[src/rtl/mxe_pkg.sv]
// mxe_pkg: shared types and elaboration-time constants for the motor mixer
// no dependencies; used by every module of the mixer
package mxe_pkg;

   localparam int LogStages  = 16;
   localparam int ExpStages  = 16;
   localparam int PipeDepth  = 37;

   // per-item side data that travels beside the curve datapath
   typedef struct packed {
      logic        neg;
      logic        mag_zero;
      logic        exp_zero;
      logic [15:0] rot_x;
      logic [15:0] rot_y;
      logic [15:0] rot_z;
   } mxe_side_type;

   function automatic logic [63:0] isqrt64(input logic [63:0] v);
      logic [63:0] val;
      logic [63:0] res;
      logic [63:0] bitv;
      val  = v;
      res  = 64'd0;
      bitv = 64'd1 << 62;
      for (int j = 0; j < 32; j++) begin
         if (val >= res + bitv) begin
            val = val - (res + bitv);
            res = (res >> 1) + bitv;
         end else begin
            res = res >> 1;
         end
         bitv = bitv >> 2;
      end
      return res;
   endfunction

   // 2^(-2^-i) in q30
   function automatic logic [30:0] exp_coef(input int i);
      logic [63:0] c;
      c = 64'd1 << 29;
      for (int j = 1; j <= i; j++) begin
         c = isqrt64(c << 30);
      end
      return c[30:0];
   endfunction

   // log2 in q.16, evaluated only on constants
   function automatic logic [19:0] log2_q16(input logic [14:0] x);
      logic [3:0]  k;
      logic [15:0] fr;
      logic [63:0] z;
      k = 4'd0;
      for (int j = 0; j < 15; j++) begin
         if (x[j]) k = 4'(j);
      end
      z  = 64'(x) << (30 - k);
      fr = 16'd0;
      for (int j = 0; j < 16; j++) begin
         z  = (z * z) >> 30;
         fr = {fr[14:0], 1'b0};
         if (z >= (64'd1 << 31)) begin
            fr[0] = 1'b1;
            z     = z >> 1;
         end
      end
      return {k, fr};
   endfunction

   localparam logic [19:0] LogFull = log2_q16(15'h7fff);

endpackage

[src/rtl/mxe_mix.sv]
// mxe_mix: base speed around the threshold and the x-frame motor mix
// depends on mxe_pkg
module mxe_mix (
   input  logic                      clock,
   input  logic [1:0]                stage_en,
   input  logic [16:0]               power,
   input  logic [15:0]               thr,
   input  mxe_pkg::mxe_side_type     side_base,
   input  mxe_pkg::mxe_side_type     side_out,
   output logic [15:0]               front_left,
   output logic [15:0]               front_right,
   output logic [15:0]               back_left,
   output logic [15:0]               back_right
);
   import mxe_pkg::*;

   logic [15:0] room;
   logic [32:0] up_prod;
   logic [33:0] dn_prod;
   logic [15:0] base_in;
   logic [15:0] base_ff;
   logic [15:0] fl_ff;
   logic [15:0] fr_ff;
   logic [15:0] bl_ff;
   logic [15:0] br_ff;

   assign room    = 16'hffff - thr;
   assign up_prod = 33'(room) * 33'(power);
   assign dn_prod = 34'(33'(thr) * 33'(power)) + 34'd65535;
   assign base_in = side_base.neg ? thr - dn_prod[31:16] : thr + up_prod[31:16];

   always_ff @(posedge clock) begin
      if (stage_en[0]) begin
         base_ff <= base_in;
      end
      if (stage_en[1]) begin
         fl_ff <= base_ff + side_out.rot_y + side_out.rot_x - side_out.rot_z;
         fr_ff <= base_ff - side_out.rot_y + side_out.rot_x + side_out.rot_z;
         bl_ff <= base_ff + side_out.rot_y - side_out.rot_x + side_out.rot_z;
         br_ff <= base_ff - side_out.rot_y - side_out.rot_x - side_out.rot_z;
      end
   end

   assign front_left  = fl_ff;
   assign front_right = fr_ff;
   assign back_left   = bl_ff;
   assign back_right  = br_ff;

endmodule

[config.mk]
export PLATFORM = sky130hd
export DESIGN_NAME = mxe_mix
export DESIGN_NICKNAME = d
export VERILOG_FILES = /design/src/rtl/mxe_pkg.sv /design/src/rtl/mxe_mix.sv
export SDC_FILE = /design/constraint.sdc
export NUM_CORES = 2
export LEC_CHECK = 0
export CAP_MARGIN = 20
export CORE_UTILIZATION = 65
export DETAILED_ROUTE_END_ITERATION = 6
export DONT_BUFFER_PORTS = 1
export GPL_TIMING_DRIVEN = 0
export PLACE_DENSITY = 0.81
export SETUP_SLACK_MARGIN = 0.1
export SYNTH_ARGS = -nofsm -noshare
export SYNTH_HDL_FRONTEND = slang
export SYNTH_SLANG_ARGS = --single-unit
[constraint.sdc]
create_clock -name clock -period 11.2 [get_ports clock]
set_input_delay 2.24 -clock clock [delete_from_list [all_inputs] [get_ports clock]]
set_output_delay 2.24 -clock clock [all_outputs]
set_load 0.01 [all_outputs]
# Word level (Yosys, flattened, before mapping)
# Cells that the tools add are included.
[word_totals]
ff_bits = 80
inputBits = 138
output_inout_bits = 64
wordCells = 22
[op_classes]
muxes = 1
n_addsub = 14
n_mul = 2
[op_table]
columns = ["operator", "count"]
rows = [
  ["adder 16 bit", 6],
  ["subtractor 16 bit", 6],
  ["multiplier 16 x 17 -> 32 bit", 2],
  ["adder 32 x 16 -> 32 bit, second input constant", 1],
  ["two-way mux 16 bit", 1],
  ["subtractor 16 bit, first input constant", 1],
]

# Depth between registers and ports, before layout
[depth]
depth_word = 4
depth_mapped = 38
ltp_nobuf = 36

# Least setup slack after synthesis
# OpenSTA, ideal clock, no wires.
[synth_timing]
path_kind = "input to register"
start = "input power[13]"
end = "register base_ff[15], data pin"
n_path_buf = 2
cell_stages = 35
arrival_ps = 9720
setup_time_ps = 260
t_required_ps = 10940
slack_ps = 1220
cell_sequence = "clkbuf_1 clkbuf_1 nand2_1 fa_1 inv_1 fa_1 inv_1 fa_1 fa_1 fa_1 inv_1 fa_1 ha_1 a21oi_1 o21ai_0 a41oi_1 o21ai_0 a31oi_1 o21bai_1 a21oi_1 inv_1 a21oi_1 xnor2_1 mux2i_1 ha_1 or2_2 a21oi_1 a31o_2 nor2b_1 o21a_1 o21ai_0 nand2b_1 a21oi_1 xnor2_1 xnor2_1"
[synth_via]
elab_chain_cells = 4
word_cells_on_any_way = 6
cone_classes = "add/sub: 3; mul: 2; mux: 1"
[synth_rtl]
columns = ["element", "line", "text"]
rows = [
  ["start: declaration", "mxe_mix.sv:6", "input logic [16:0] power,"],
  ["multiplier 16 x 17 -> 32 bit", "mxe_mix.sv:29", "assign dn_prod = 34'(33'(thr) * 33'(power)) + 34'd65535;"],
  ["adder 32 x 16 -> 32 bit", "mxe_mix.sv:29", ""],
  ["subtractor 16 bit", "mxe_mix.sv:30", "assign base_in = side_base.neg ? thr - dn_prod[31:16] : thr + up_prod[31:16];"],
  ["two-way mux 16 bit (*)", "mxe_mix.sv:30", ""],
  ["named net base_in[15]", "mxe_mix.sv:20", "logic [15:0] base_in;"],
  ["end signal: assignment", "mxe_mix.sv:34", "base_ff <= base_in;"],
  ["end: declaration", "mxe_mix.sv:21", "logic [15:0] base_ff;"],
]
# The timed path passes the listed nets; every way through them passes the cells marked *.
# A chain may end at the register's enable or synchronous reset.

# Final worst setup path
[layout_timing]
start = "input power[8]"
end = "register base_ff[15], data pin"
# The elaborated chain is that of the path after synthesis.

==> summary.txt <==
Timing
  • Clock Skew: between 0.01 and 0.015 ns
  • Final count of hold timing violations: 0
  • Setup TNS Final: 0 ns
  • Worst rel slew slack: between 30% and 40%
  • Fmax: between 90 and 100 MHz
  • Final setup fails: 0
  • Tcrit/Tclk final: between 90% and 100%
  • Hold Slack: between 1 and 1.5 ns
  • Fin crit period: ~11 ns
  • RSZ-0062 raised after global routing: false
  • Slew @ Worst Pin: between 0.9 and 1 ns
  • Slew Viols, Final: 0

Global route
  • Global-route wire length before repair: about 110000 µm
  • Antenna violations before repair: 1
  • Vias in the first global route: 21867
  • Largest net degree at the start of global routing: 62
  • Gr ovfl total: 0
  • Total track usage: between 30% and 40%

Route
  • Top layer in use: met4
  • Drt drc: 0
  • Antenna Nets Post-Route: 0
  • Initial DRC Count: 1186
  • Post-DR wirelength/cell: roughly 21 µm
  • Vias: 20266
  • WL final: roughly 70000 µm
  • M1 wire length: about 26000 µm
  • Drt pass-1 iters: 7
  • Met2 wire length: 35310 µm
  • Met3 WL: 5830 µm
  • Vias/cell: ~6

Worst setup path
  • Most used cell, CP: fa_1
  • CP bufs+invs: 5
  • Crit-path max cell delay: roughly 0.55 ns
  • Reg2reg setup slack: roughly 5.7 ns
  • Slowest cell on the critical path: fa_1
  • CP arrival: 10.76 ns
  • Critical path class: in -> reg
  • CP max FO: 10
  • CP delay by family, top: adder cells
  • Crit end category: flop
  • Worst EP required: 11.31 ns
  • Startpoint Class: input port

Clock network
  • Root Buffer: clkbuf_16
  • CTS H-Tree Depth: 3
  • Largest buffer count on any clock path: 2
  • CTS Sinks: 77
  • CTS tree: yes
  • Number of hold buffers added after cts: 0
  • Clock-pin slew on the worst setup and hold paths: approximately 0.07 ns
  • CTS buffer count: 9
  • Worst-Skew Late Latency: approximately 0.36 ns

Synth
  • Post-synthesis mux area share: less than 1%
  • Syn_nets: approximately 3800
  • Library cells used by synthesis: 74
  • Synth Flop Type: edfxtp_1
  • Post-synth EDFFs: 77
  • Ys async rst share: 0%
  • Compound-Gate Fraction of Synth Area: 7.201%
  • Part of the Yosys area used for sequential elements: just under 9%
  • Mapped Area: 26200 µm²
  • Cell taking the most area after synthesis: fa_1
  • Synth Area in Adders: between 50% and 60%
  • Number of synthesized register bits: 77
  • Largest family of logic cells by synthesized area: adder cells
  • Syn. warnings: 0
  • Syn Inst Count: ~2900
  • Main area contributors after synthesis: fa_1 37%, ha_1 14%, edfxtp_1 8.8%, inv_1 8.8%, nand2b_1 3.8%
  • Xor/xnor cell area share of the yosys netlist: between 4 and 5%
  • Synthesized area per cell: just over 9 µm²
  • Post-synthesis simple-gate area fraction: 17.41%
  • Share of the synthesized area in the top cell type: 37.44%

Layout
  • Synth-to-layout area growth: 4.727%
  • Layout cell share with drive strength beyond 1: under 10%
  • Layout net count: about 3800
  • Fillers: 3025
  • # diodes: 0

Floorplan
  • Die Y: around 200 µm
  • Initial Util: between 60 and 70%
  • Std cell rows: 73
  • Core ar.: around 40000 µm²
  • Ports: about 200
  • Die area: 41120 µm²
  • Die X: around 200 µm

Status
  • Status: complete, no violations

Placement
  • Hpwl dp: between 50000 and 60000 µm
  • Gpl congestion: just under 1
  • Port buffer count: 0

Min path
  • Hold WC Path Type: reg -> reg

Job
  • Max Cap Violations: 0
-- flip-flops by register name (all words and copies together) (netlist names) --
signal       count
back_left       16
back_right      15
front_left      15
front_right     15
base_ff         16
-- repair_timing --
item | in CTS | in global routing
pin swaps | 0 | 7
gates resized for setup | 14 | 102
setup endpoints to repair | 2 | 4
buffers inserted | 0 | 8
-- layer usage --
layer	up-vias	global-route usage, %
met2	961	62.37
met3	236	5.393
met1	10154	42.81
li1	8915	-
met4	0	18.72
met5	-	0
-- stage by stage --
| stage | setup slack (ns) | instance area [µm²] | cells | utilization (%) |
|---|---|---|---|---|
| after floorplan | 1.220 | 26200 | 2879 | - |
| after global placement | -0.4257 | 26860 | 3404 | 67.60 |
| after detailed placement | -0.5272 | 26860 | 3404 | 67.60 |
| after CTS | 0.1011 | 27200 | 3420 | 68.47 |
| after global routing | 0.05597 | 27440 | 3427 | 69.07 |
| final | 0.5557 | 27440 | 3427 | 69.07 |
-- final cells by class --
type                            count  area, µm²  share of cell area [%]
Tap cell                          525      656.9                   2.394
Clock inverter                      6      86.33                  0.3146
Multi-Input combinational cell   2078      21300                   77.63
Timing Repair Buffer                8      60.06                  0.2189
Clock buffer                       10      229.0                  0.8344
Buffer                            110      494.2                   1.801
Sequential cell                    77       2312                   8.426
Inverter                          613       2301                   8.385
-- final timing paths --
| check | from | end | depth (start not counted) |
|---|---|---|---|
| worst max register to register | base_ff[0] | back_right[15] | 22 |
| worst max-delay path | power[8] | base_ff[15] | 34 |
| worst min register to register | base_ff[14] | front_left[15] | 4 |
| worst min-delay path | base_ff[14] | front_left[15] | 4 |
-- synth_stat cells, drive strengths merged (4+ instances only) --
cell and n:
a2111oi 7, a211o 9, a21boi 10, a21o 14
a21oi 87, a31oi 15, and2 84, and3 15
buf 4, clkbuf 107, edfxtp 77, fa 490
ha 298, inv 612, mux2i 7, nand2 262
nand2b 158, nand3 27, nand4 12, nor2 85
nor2b 142, nor3 31, nor4 7, nor4b 4
o211ai 7, o21a 11, o21ai 66, o21bai 13
o311ai 7, o31a 4, o31ai 9, or2 7
or3 21, xnor2 93, xor2 33
-- cells by family (layout without fill, tap and decap cells) --
family | count (synthesis) | in the layout
AND/OR/NAND/NOR | 869 | 869
adder cells (fa/ha/maj) | 788 | 788
buffers and inverters | 724 | 747
AO/OA/AOI/OAI | 288 | 288
XOR/XNOR | 126 | 126
flip-flops | 77 | 77
multiplexers | 7 | 7
-- layout by cell type, fill, tap and decap left out, drive strengths merged, types with 15 or more instances in the layout --
master,n
inv,613
fa,490
ha,298
nand2,262
nand2b,158
nor2b,142
clkbuf,116
xnor2,93
a21oi,87
nor2,85
and2,84
edfxtp,77
o21ai,66
xor2,33
nor3,31
nand3,27
or3,21
and3,15
a31oi,15
-- tightest hold or removal path: stages (launching register included) --
cell and delay (ns):
edfxtp_1 0.36, ha_1 0.14, o21bai_1 0.11, xnor2_1 0.12, xnor2_1 0.17
Power is left out: the tool's default activity adds up to more than one toggle a clock period on the data nets, which glitch-free logic cannot reach.
